--- src/sv/rfbe_pkg.sv ---
// shared types, constants and helper functions for the rgb565 rect fill/blend engine
// no dependencies; imported by the scanner, the blend pipeline, the top level and the testbench
`default_nettype none

package rfbe_pkg;

    localparam int SCREEN_W_DEF = 160;
    localparam int SCREEN_H_DEF = 128;

    localparam int COORD_W = 10;
    localparam int CH_W    = 8;
    localparam int PIX_W   = 16;
    localparam int CNT_W   = 17;

    localparam logic [CH_W-1:0] FULL_ALPHA = 8'd255;

    typedef enum logic [1:0] {
        CMD_PLOT = 2'd0,
        CMD_RECT = 2'd1,
        CMD_READ = 2'd2,
        CMD_NOP  = 2'd3
    } cmd_t;

    // scanner status toward the top level
    typedef struct packed {
        logic busy;
        logic pix_valid;
    } scan_stat_t;

    // blend pipeline status toward the top level
    typedef struct packed {
        logic busy;
        logic wr_en;
    } blend_stat_t;

    function automatic logic [PIX_W-1:0] pack565(input logic [CH_W-1:0] r,
                                                 input logic [CH_W-1:0] g,
                                                 input logic [CH_W-1:0] b);
        return {r[7:3], g[7:2], b[7:3]};
    endfunction

    // exact floor(s / 255) for s below 16320
    function automatic logic [5:0] div255(input logic [13:0] s);
        logic [15:0] t;
        t = {2'b00, s} + {10'd0, s[13:8]} + 16'd1;
        return t[13:8];
    endfunction

endpackage

`default_nettype wire

--- src/sv/rfbe_blend.sv ---
// three-stage alpha blend pipeline: products, sums, divide by 255 and write
// depends on rfbe_pkg
`default_nettype none

module rfbe_blend #(
    parameter int AW = 15
) (
    input  wire logic                      clk,
    input  wire logic                      rst_n,
    input  wire logic                      in_valid,
    input  wire logic [AW-1:0]             in_addr,
    input  wire logic [rfbe_pkg::PIX_W-1:0] old_pix,
    input  wire logic [rfbe_pkg::PIX_W-1:0] colour,
    input  wire logic [rfbe_pkg::CH_W-1:0]  alpha,
    output rfbe_pkg::blend_stat_t          stat,
    output logic [AW-1:0]                  wr_addr,
    output logic [rfbe_pkg::PIX_W-1:0]     wr_data
);

    import rfbe_pkg::*;

    logic [CH_W-1:0] inv;

    logic             v1_reg, v2_reg, v3_reg;
    logic [AW-1:0]    addr1_reg, addr2_reg, addr3_reg;
    logic             full1_reg, full2_reg;
    logic [PIX_W-1:0] col1_reg, col2_reg, data3_reg;
    logic [12:0]      po_r_reg, pn_r_reg, po_b_reg, pn_b_reg;
    logic [13:0]      po_g_reg, pn_g_reg;
    logic [12:0]      s_r_reg, s_b_reg;
    logic [13:0]      s_g_reg;

    // quotients of the sums by 255
    logic [4:0]       q_r, q_b;
    logic [5:0]       q_g;

    assign inv = FULL_ALPHA - alpha;

    assign q_r = 5'(div255({1'b0, s_r_reg}));
    assign q_g = div255(s_g_reg);
    assign q_b = 5'(div255({1'b0, s_b_reg}));

    always_ff @(posedge clk or negedge rst_n)
    begin
        if (!rst_n)
        begin
            v1_reg <= 1'b0;
            v2_reg <= 1'b0;
            v3_reg <= 1'b0;
        end
        else
        begin
            v1_reg <= in_valid;
            v2_reg <= v1_reg;
            v3_reg <= v2_reg;
        end
    end

    always_ff @(posedge clk)
    begin
        addr1_reg <= in_addr;
        full1_reg <= (alpha == FULL_ALPHA);
        col1_reg  <= colour;
        po_r_reg  <= 13'(inv) * 13'(old_pix[15:11]);
        pn_r_reg  <= 13'(alpha) * 13'(colour[15:11]);
        po_g_reg  <= 14'(inv) * 14'(old_pix[10:5]);
        pn_g_reg  <= 14'(alpha) * 14'(colour[10:5]);
        po_b_reg  <= 13'(inv) * 13'(old_pix[4:0]);
        pn_b_reg  <= 13'(alpha) * 13'(colour[4:0]);

        addr2_reg <= addr1_reg;
        full2_reg <= full1_reg;
        col2_reg  <= col1_reg;
        s_r_reg   <= po_r_reg + pn_r_reg;
        s_g_reg   <= po_g_reg + pn_g_reg;
        s_b_reg   <= po_b_reg + pn_b_reg;

        addr3_reg <= addr2_reg;
        if (full2_reg)
        begin
            data3_reg <= col2_reg;
        end
        else
        begin
            data3_reg <= {q_r, q_g, q_b};
        end
    end

    assign stat.busy  = v1_reg || v2_reg || v3_reg;
    assign stat.wr_en = v3_reg;
    assign wr_addr    = addr3_reg;
    assign wr_data    = data3_reg;

endmodule

`default_nettype wire

--- config.mk ---
export PLATFORM = sky130hd
export DESIGN_NAME = rfbe_blend
export DESIGN_NICKNAME = d
export VERILOG_FILES = /design/src/sv/rfbe_pkg.sv /design/src/sv/rfbe_blend.sv
export SDC_FILE = /design/constraint.sdc
export NUM_CORES = 1
export LEC_CHECK = 0
export ABC_CLOCK_PERIOD_IN_PS = 2800
export BUFFER_PORTS_ARGS = -buffer_cell sky130_fd_sc_hd__buf_2
export CORE_MARGIN = 5
export CORE_UTILIZATION = 62
export DETAILED_ROUTE_END_ITERATION = 12
export PLACE_DENSITY_LB_ADDON = 0.1
export SYNTH_ARGS = -nofsm -noshare
export SYNTH_HDL_FRONTEND = slang
export SYNTH_SLANG_ARGS = --single-unit
--- constraint.sdc ---
create_clock -name clk -period 2.8 [get_ports clk]
set_input_delay 0.56 -clock clk [delete_from_list [all_inputs] [get_ports clk]]
set_output_delay 0.56 -clock clk [all_outputs]
set_load 0.02 [all_outputs]
==> results.md <==
* Final cycle utilization of the critical path at 130%
* Reg2reg setup slack at 480 ps
* Die area at 26500 um2
* Failing checks: setup timing
* First-pass GRT wire length at 56000 um
* Drt pass-1 iters at 5
* Synth Flop Type: dfxtp_1
* Power Dens Cells at 855 nW/um2
* CP max stage delay at 560 ps
* Site row count at 56
* Worst Hold Path EP: addr1_reg[10]$_DFF_P_
* RePlAce Congestion at 0.849
* Post-route ant nets at 0
* CTS Sinks at 218
* Highest clock rate at 274 MHz
* Largest net degree at the start of global routing at 33
* Clock root buffer: clkbuf_16
* Worst-Skew Late Latency at 520 ps
* Vias at 11.3k
* Synth unique cells at 58
* WS Path Type: in2reg
* Syn nets at 1841
* Clock Skews at 14.3 ps
* Layout cell share with drive strength beyond 1 at 32.6%
* Max-Cap Viols at 0
* Crit-path slowest cell: fa_1
* Fillers at 1300
* DR vias/cell at 5.28
* Max transition margin at 30.7%
* Crit path DAT at 4080 ps
* Startpoint types: primary input
* Hpwl dp at 24600 um
* Area delta synth->final at 35.5%
* Syn Inst Count at 1480
* Final hold violation count at 0
* Outcome: complete, but fails checks
* Initial Util at 62.3%
* Cell mode on critical path: fa_1
* CTS H-tree lvls at 1
* Final setup violation count at 49
* Final nets at 2172
* Reg2reg path depth at 9
* Initial antenna violation count at 1
* 1st-iter DRT viols at 580
* Commonest non-fill, non-tap cell in the layout: dfxtp_1
* Worst reg2reg path startpoint: po_g_reg[0]$_DFF_P_
* Worst path required time at 3240 ps
* Core ar. at 23300 um2
* Endpoint class of the critical path: register
* EDFF count, synth at 0
* Post-Syn Area at 14500 um2
* TritonCTS buffer count at 22
* CTS clock-pin slew for the worst setup and hold paths at 70 ps
* Worst path cell trace: buf_12 > buf_4 > buf_8 > buf_12 > and2_4 > fa_1 > fa_1 > inv_2 > fa_1 > inv_2 > ha_4 > a21oi_4 > o211ai_1 > a31o_2 > a21oi_2 > xnor2_1
* Total Routing Usage GR at 25.8%
* Max Slew Vio Count at 0
* Most frequent cells in the layout: 215 x dfxtp_1, 187 x buf_4, 180 x inv_1, 150 x ha_1, 119 x fa_1
* CP max FO at 5
* Setup WS pre-CTS at -1420 ps
* Synth Area per Inst at 9.79 um2
* Io pins at 91
* Vias in the first global route at 11.7k
* CTS max path bufs at 3
* Leak at 9.54 nW
* Die width at 163 um
* Die H at 163 um
* Synth warn at 0
* Hold Crit Depth at 1
* Worst vdd ir at 587 uV
* Worst Tran Pin Value at 1040 ps
* IO Port Bufs at 90
* Tightest Hold Check Type: in2reg
* Synth Register Bits at 218
* Post-layout min period at 3650 ps
* Seq/Total Area, Yosys at 30.2%
* Grt total ovfl at 0
* Drt total wl at 36200 um
* Hold WS at 139 ps
* Final setup margin at -848 ps
* CTS tree: yes
* RSZ-0062 raised after global routing: yes
* DRC at 0
* WL per Instance at 16.9 um
* Hold_sp: in_addr[10]
* R2R Path End: s_g_reg[10]$_DFF_P_
* Asr flop ratio synth at 1.38%
-- cell type report --
type | instances | area [um2] | area share, %
Sequential cell | 218 | 4380 | 22.3
Tap cell | 319 | 399 | 2.03
Multi-Input combinational cell | 1026 | 10600 | 53.7
Timing Repair Buffer | 337 | 2800 | 14.2
Antenna cell | 1 | 2.50 | 0.0127
Inverter | 206 | 778 | 3.96
Clock buffer | 25 | 572 | 2.91
Clock inverter | 14 | 164 | 0.835
-- cell usage after synthesis (all sizes together) (5+ instances only) --
cell | count | area share (%)
dfxtp | 215 | 30
inv | 206 | 5.3
ha | 178 | 15
fa | 125 | 17
nor2b | 102 | 4.4
and2 | 91 | 3.9
nand2 | 85 | 2.2
xnor2 | 67 | 4.0
a21oi | 59 | 2.0
nand2b | 46 | 2.0
nor2 | 45 | 1.2
o21ai | 40 | 1.4
xor2 | 29 | 1.8
clkbuf | 28 | 0.73
nor3 | 20 | 0.69
a21o | 14 | 0.73
o21a | 12 | 0.62
o21bai | 10 | 0.52
nand3 | 8 | 0.28
nand4 | 8 | 0.35
and3 | 7 | 0.30
a2111oi | 6 | 0.41
a31oi | 6 | 0.36
a21boi | 5 | 0.26
nor4 | 5 | 0.22
o2111ai | 5 | 0.30
o31a | 5 | 0.30
o31ai | 5 | 0.26
-- stage by stage --
step / power (mW) / setup TNS, ps / util (%) / instances / instance area, um2
floorplan: 10.2 / -24510 / - / 1480 / 15300
global placement: 12.2 / -46070 / 74.2 / 2050 / 17300
detailed placement: 12.5 / -48540 / 74.2 / 2050 / 17300
CTS: 16.1 / -16800 / 81.5 / 2127 / 19000
global route: 18.1 / -24850 / 84.4 / 2146 / 19600
finish: 16.8 / -21370 / 84.4 / 2146 / 19600
-- critical path: cells and delay by family --
kind / cells / cell delay [ps]
adders and majority gates: 4 / 1870
AOI/OAI and AO/OA: 4 / 750
buffers and inverters: 6 / 630
and+or+nand+nor: 1 / 140
xor gates and xnor gates: 1 / 130
-- logic make-up after synthesis --
family                   share of synthesized area, %
AND/OR/NAND/NOR                                  16.4
multiplexers                                   0.0691
buffers and inverters                            6.14
XOR/XNOR                                         5.80
adder cells (fa/ha/maj)                          32.6
AO/OA/AOI/OAI                                    8.80
flip-flops                                       30.2
-- where the power goes --
part           internal, mW  switching, mW
combinational          4.68           4.61
sequential             4.09          0.451
clock                  1.69           1.27
-- what timing repair did --
item / 4_1_cts / 5_1_grt
pin swaps: 94 / 84
endpoints found under the setup margin: 45 / 49
hold buffers: 1 / 0
gates cloned: 4 / 1
gates resized for setup: 142 / 112
setup buffers: 35 / 21
endpoints found under the hold margin: 3 / 0
-- worst max-delay path by stage --
stage | startpoint | endpoint | slack (ps) | depth (start not counted)
final | alpha[2] | pn_r_reg[12]$_DFF_P_ | -850 | 16
after global routing | alpha[2] | pn_r_reg[12]$_DFF_P_ | -940 | 16
after CTS | alpha[2] | po_r_reg[12]$_DFF_P_ | -820 | 13
after detailed placement | old_pix[15] | po_r_reg[12]$_DFF_P_ | -1420 | 13
after global placement | old_pix[15] | po_r_reg[12]$_DFF_P_ | -1360 | 13
after floorplan | alpha[2] | po_r_reg[12]$_DFF_P_ | -1200 | 13
-- layer usage --
| layer | track usage, % | up-vias | routed length, um |
|---|---|---|---|
| met5 | 0 | - | 0 |
| met4 | 7.09 | 0 | 931 |
| met3 | 3.26 | 78 | 1860 |
| met2 | 44.2 | 279 | 18100 |
| met1 | 34.7 | 5512 | 15300 |
| li1 | - | 5452 | - |
Note: power is estimated with default switching activity, not from simulation.
