### src/sv/rfbe_pkg.sv
// shared types, constants and helper functions for the rgb565 rect fill/blend engine
// no dependencies; imported by the scanner, the blend pipeline, the top level and the testbench
`default_nettype none

package rfbe_pkg;

    localparam int SCREEN_W_DEF = 160;
    localparam int SCREEN_H_DEF = 128;

    localparam int COORD_W = 10;
    localparam int CH_W    = 8;
    localparam int PIX_W   = 16;
    localparam int CNT_W   = 17;

    localparam logic [CH_W-1:0] FULL_ALPHA = 8'd255;

    typedef enum logic [1:0] {
        CMD_PLOT = 2'd0,
        CMD_RECT = 2'd1,
        CMD_READ = 2'd2,
        CMD_NOP  = 2'd3
    } cmd_t;

    // scanner status toward the top level
    typedef struct packed {
        logic busy;
        logic pix_valid;
    } scan_stat_t;

    // blend pipeline status toward the top level
    typedef struct packed {
        logic busy;
        logic wr_en;
    } blend_stat_t;

    function automatic logic [PIX_W-1:0] pack565(input logic [CH_W-1:0] r,
                                                 input logic [CH_W-1:0] g,
                                                 input logic [CH_W-1:0] b);
        return {r[7:3], g[7:2], b[7:3]};
    endfunction

    // exact floor(s / 255) for s below 16320
    function automatic logic [5:0] div255(input logic [13:0] s);
        logic [15:0] t;
        t = {2'b00, s} + {10'd0, s[13:8]} + 16'd1;
        return t[13:8];
    endfunction

endpackage

`default_nettype wire

### src/sv/rfbe_scan.sv
// pixel position scanner: walks a clipped rectangle one position per cycle
// depends on rfbe_pkg
`default_nettype none

module rfbe_scan #(
    parameter int SCREEN_W = 160,
    parameter int SCREEN_H = 128,
    parameter int XW       = 8,
    parameter int YW       = 7,
    parameter int AW       = 15
) (
    input  wire logic                        clk,
    input  wire logic                        rst_n,
    input  wire logic                        start,
    input  wire logic [rfbe_pkg::COORD_W-1:0] x,
    input  wire logic [rfbe_pkg::COORD_W-1:0] y,
    input  wire logic [rfbe_pkg::COORD_W-1:0] rect_width,
    input  wire logic [rfbe_pkg::COORD_W-1:0] rect_height,
    input  wire logic                        fill,
    output rfbe_pkg::scan_stat_t             stat,
    output logic [AW-1:0]                    addr
);

    import rfbe_pkg::*;

    typedef enum logic [1:0] {
        SC_IDLE,
        SC_SETUP,
        SC_RUN
    } scan_state_t;

    localparam logic [AW-1:0]      W_A    = AW'(SCREEN_W);
    localparam logic [XW-1:0]      XMAX   = XW'(SCREEN_W - 1);
    localparam logic [YW-1:0]      YMAX   = YW'(SCREEN_H - 1);
    localparam logic [COORD_W:0]   XMAX_E = (COORD_W + 1)'(SCREEN_W - 1);
    localparam logic [COORD_W:0]   YMAX_E = (COORD_W + 1)'(SCREEN_H - 1);
    localparam logic [COORD_W-1:0] W_C    = COORD_W'(SCREEN_W);
    localparam logic [COORD_W-1:0] H_C    = COORD_W'(SCREEN_H);

    scan_state_t        state_reg;
    logic [COORD_W-1:0] x0_reg, y0_reg;
    logic [XW-1:0]      xm_reg, x0n_reg, cx_reg;
    logic [YW-1:0]      ym_reg, y0n_reg, cy_reg;
    logic               fill_reg, off_reg;
    logic [AW-1:0]      row_reg, addr_reg;

    logic [COORD_W:0]   x_end, y_end;
    logic [XW-1:0]      xm_next;
    logic [YW-1:0]      ym_next;
    logic [YW-1:0]      y0n;
    logic [AW-1:0]      base_row;
    logic               on_edge;

    always_comb
    begin
        x_end   = {1'b0, x} + {1'b0, rect_width} - (COORD_W + 1)'(1);
        y_end   = {1'b0, y} + {1'b0, rect_height} - (COORD_W + 1)'(1);
        xm_next = (x_end > XMAX_E) ? XMAX : x_end[XW-1:0];
        ym_next = (y_end > YMAX_E) ? YMAX : y_end[YW-1:0];
        y0n     = y0_reg[YW-1:0];
        base_row = AW'(y0n) * W_A;
        on_edge = (cy_reg == y0n_reg) || (cy_reg == ym_reg) ||
                  (cx_reg == x0n_reg) || (cx_reg == xm_reg);
    end

    always_ff @(posedge clk or negedge rst_n)
    begin
        if (!rst_n)
        begin
            state_reg <= SC_IDLE;
        end
        else
        begin
            case (state_reg)
                SC_IDLE:
                begin
                    if (start)
                    begin
                        state_reg <= SC_SETUP;
                    end
                end
                SC_SETUP:
                begin
                    state_reg <= off_reg ? SC_IDLE : SC_RUN;
                end
                SC_RUN:
                begin
                    if ((cx_reg == xm_reg) && (cy_reg == ym_reg))
                    begin
                        state_reg <= SC_IDLE;
                    end
                end
                default:
                begin
                    state_reg <= SC_IDLE;
                end
            endcase
        end
    end

    always_ff @(posedge clk)
    begin
        case (state_reg)
            SC_IDLE:
            begin
                if (start)
                begin
                    x0_reg   <= x;
                    y0_reg   <= y;
                    xm_reg   <= xm_next;
                    ym_reg   <= ym_next;
                    fill_reg <= fill;
                    off_reg  <= (x >= W_C) || (y >= H_C);
                end
            end
            SC_SETUP:
            begin
                x0n_reg  <= x0_reg[XW-1:0];
                y0n_reg  <= y0n;
                cx_reg   <= x0_reg[XW-1:0];
                cy_reg   <= y0n;
                row_reg  <= base_row;
                addr_reg <= base_row + AW'(x0_reg[XW-1:0]);
            end
            SC_RUN:
            begin
                if (cx_reg == xm_reg)
                begin
                    // next row starts back at the left edge
                    cx_reg   <= x0n_reg;
                    cy_reg   <= cy_reg + YW'(1);
                    row_reg  <= row_reg + W_A;
                    addr_reg <= row_reg + W_A + AW'(x0n_reg);
                end
                else
                begin
                    cx_reg   <= cx_reg + XW'(1);
                    addr_reg <= addr_reg + AW'(1);
                end
            end
            default:
            begin
                off_reg <= 1'b1;
            end
        endcase
    end

    assign stat.busy      = (state_reg != SC_IDLE);
    assign stat.pix_valid = (state_reg == SC_RUN) && (fill_reg || on_edge);
    assign addr           = addr_reg;

endmodule

`default_nettype wire

### config.mk
export PLATFORM = sky130hd
export DESIGN_NAME = rfbe_scan
export DESIGN_NICKNAME = d
export VERILOG_FILES = /design/src/sv/rfbe_pkg.sv /design/src/sv/rfbe_scan.sv
export SDC_FILE = /design/constraint.sdc
export NUM_CORES = 1
export LEC_CHECK = 0
export ABC_CLOCK_PERIOD_IN_PS = 6500
export BUFFER_PORTS_ARGS = -buffer_cell sky130_fd_sc_hd__buf_2
export CORE_ASPECT_RATIO = 0.75
export CORE_MARGIN = 10
export CORE_UTILIZATION = 45
export CTS_CLUSTER_DIAMETER = 80
export DETAILED_ROUTE_END_ITERATION = 12
export PLACE_DENSITY_LB_ADDON = 0.15
export RECOVER_POWER = 50
export SLEW_MARGIN = 20
export SYNTH_ARGS = -nofsm -noshare
export SYNTH_HDL_FRONTEND = slang
export SYNTH_SLANG_ARGS = --single-unit
export TNS_END_PERCENT = 30
### constraint.sdc
create_clock -name clk -period 6.5 [get_ports clk]
set_clock_uncertainty 0.05 [all_clocks]
set_input_delay 0.65 -clock clk [delete_from_list [all_inputs] [get_ports clk]]
set_output_delay 0.65 -clock clk [all_outputs]
set_load 0.02 [all_outputs]
==> impl_metrics.csv <==
group,metric,value,unit
placed_design,numPortBuffers,60,
power_and_ir_drop,p_per_area,395.3,mW/mm^2
drt,route.top_layer_used,"met4",
setup_path,r2r_start,"state_reg[0]$_DFFE_PN0P_",
setup_path,crit_type,"reg2out",
yosys,ys_ff_latch,89,
clock_network,cts.sinks,89,
clock_network,ctsHtreeMaxLevel,3,
placed_design,hpwlAfterDp,11.19,mm
clock_network,insertion_delay,0.35,ns
setup_path,rrSetupSlack,3.24,ns
drt,drc,0,
drt,wl_met3,694,um
timing,fin_setup_tns,0,ns
clock_network,cts_buffer_depth,2,
yosys,synth.distinct_cells,60,
timing,finalHoldViolCount,0,
power_and_ir_drop,max-vdd-ir-drop,0.0001266,V
die,die_height,124.6,um
drt,firstDrtPassIters,4,
setup_path,cp_max_fo,43,
yosys,synth_nets,782,
drt,vias_per_cell,5.198,
yosys,synth_cells,671,
drt,final_antenna_net_count,0,
grt,grt_max_degree,44,
yosys,yosysWarnings,0,
flow_run,cap_violations,0,
setup_path,cpMaxStageDelayCell,"clkinv_1",
timing,grt_setup_unrepaired,"false",
yosys,synth_area_leader_cell,"edfxtp_1",
die,die-area,0.01986,mm^2
die,die_w,159.4,um
placed_design,gp_congestion,0.8366,
setup_path,critPathLaunchType,"register",
grt,grt_pass1_wl,23.95,mm
drt,wl_met2,6.302,mm
power_and_ir_drop,total_power,2.895,mW
grt,grt_overflow_total,0,
yosys,syn_avg_cell_area,9.778,um^2
clock_network,cts.repair.resized,0,
placed_design,placed_cell_area,0.007038,mm^2
layout,area_growth,11.63,%
yosys,ys_seq_area_share,40.58,%
timing,drv_slew,0,
grt,grt_pass1_vias,4902,
drt,wl_met1,7.242,mm
layout,antennaDiodeCount,0,
yosys,synth-main-ff-cell,"edfxtp_1",
layout,largest_reg_flops,15,
clock_network,clkSlewWorstSetupHoldPaths,0.07,ns
timing,max_freq,276.5,MHz
layout,final_cell_mix,"95 x inv_1, 87 x edfxtp_1, 62 x ha_1, 48 x xor2_1, 47 x nand2_1",
yosys,synthArstFlopShare,2.247,%
timing,fin_crit,3.617,ns
timing,final-setup-viol-count,0,
die,start_util,45.70,%
drt,wl_per_cell,15.58,um
outcome,status,"complete, no violations",
power_and_ir_drop,p_leak,3.044,nW
layout,nNetsFinal,834,
yosys,synth_top_area_share,39.82,%
die,rows,38,
setup_path,path_cells,"inv_1 > ha_1 > buf_4 > clkinv_1 > a41oi_1 > buf_2",
timing,max_slew_margin,14.79,%
setup_path,worstPathRequired,5.80,ns
grt,antenna_found_initial,0,
layout,fin_area,0.007325,mm^2
drt,via_count,4819,
clock_network,holdBufCountCts,0,
layout,layout_commonest_cell,"inv_1",
die,design.portCount,61,
die,core,0.01436,mm^2
clock_network,cts_tree,"done",
layout,layout-drive-gt1-share,8.528,%
yosys,synth_area,0.006561,mm^2
layout,fin_util,51.01,%
clock_network,numCtsBuffers,9,
setup_path,r2r.worst_path.cells,6,
setup_path,critical_path.max_stage_delay,0.74,ns
setup_path,arrival,2.92,ns
clock_network,cts-root-buf,"clkbuf_16",
clock_network,post_cts_buffers,0,
yosys,synth-edff-count,87,
timing,fin_crit_sh,55.64,%
drt,drt_iter0_markers,242,
yosys,synth_area_leaders,"edfxtp_1 40%, ha_1 12%, xor2_1 6.4%",
setup_path,reg2reg_to,"cy_reg[3]$_DFFE_PP_",
grt,grt_usage,14.47,%
drt,drt_wl_total,14.44,mm
timing,tightest_slew,1.273,ns
setup_path,end_kind,"primary output",
min_path,min-delay-path-class,"in2async",
-- power by group --
group	internal, mW	total [mW]	switching [mW]	leakage, nW
combinational	0.486	1.19	0.707	2.05
clock	0.349	0.571	0.222	0.160
sequential	0.909	1.13	0.223	0.831
total	1.74	2.90	1.15	3.04
-- stage by stage --
stage,cells,setup WS (ns),hold WS [ns]
after detailed placement,912,2.990,0.3896
after global routing,927,2.683,0.02037
after global placement,912,3.091,0.3870
final,927,2.883,0.02473
after CTS,927,2.863,0.01227
after floorplan,671,3.373,0.3044
-- metal layers --
| layer | global-route usage [%] | vias up |
|---|---|---|
| met2 | 22.26 | 105 |
| met4 | 5.003 | 0 |
| met3 | 3.567 | 17 |
| li1 | - | 2445 |
| met1 | 19.42 | 2252 |
| met5 | 0 | - |
-- cell usage after synthesis (all sizes together), types with 2 or more instances --
cell    count
xor2       48
o22ai       4
inv        95
mux2i       5
a311oi      2
nor2       40
and3       12
o211ai      5
a31oi       2
o21a        2
or2         2
a211oi      5
dfrtp       2
clkbuf     15
ha         62
and2        3
nand4b      2
nand4       9
nand2      47
nor4        7
nand2b      5
a221oi      2
nand3      18
a41oi       3
nor2b       6
edfxtp     87
mux2        4
o21ai      37
nor3        4
or3         2
o31ai       3
nand3b      3
nor3b       3
a21o       16
a21oi      43
buf         7
xnor2      39
fa          5
-- layout make-up --
type	instances	area, um^2
well taps	200	250.2
inverters	96	360.3
flip-flops and latches	89	2663
clock buffers	10	239.0
repair buffers	63	286.5
clock inverters	5	86.33
multi-input cells	464	3440
fillers	1407	7034
-- cell families after synthesis --
group,Yosys count,synth area share (%)
buf+inv,118,6.998
flops,89,40.58
xor+xnor,88,11.96
mux,9,1.449
compound gates,134,12.99
simple gates,166,12.68
fa+ha+maj,67,13.35
-- worst max-delay path, delay by kind of cell, from the launching register on --
kind,cells,cell delay (ns)
DFF,1,0.39
AOI/OAI and AO/OA,1,0.51
buffers and inverters,4,1.48
adders and majority gates,1,0.15
-- worst max-delay path by stage --
| stage | end | cells past startpoint | slack (ns) | startpoint |
|---|---|---|---|---|
| 2_1_floorplan | xm_reg[3]$_SDFFCE_PN1P_ | 12 | 3.37 | x[1] |
| 3_3_place_gp | xm_reg[3]$_SDFFCE_PN1P_ | 13 | 3.09 | x[1] |
| 3_5_place_dp | xm_reg[3]$_SDFFCE_PN1P_ | 13 | 2.99 | x[1] |
| 4_1_cts | stat[0] | 6 | 2.86 | state_reg[0]$_DFFE_PN0P_ |
| 5_1_grt | stat[0] | 6 | 2.68 | state_reg[0]$_DFFE_PN0P_ |
| 6_report | stat[0] | 6 | 2.88 | state_reg[0]$_DFFE_PN0P_ |
Power figures use the tool's default switching activity.
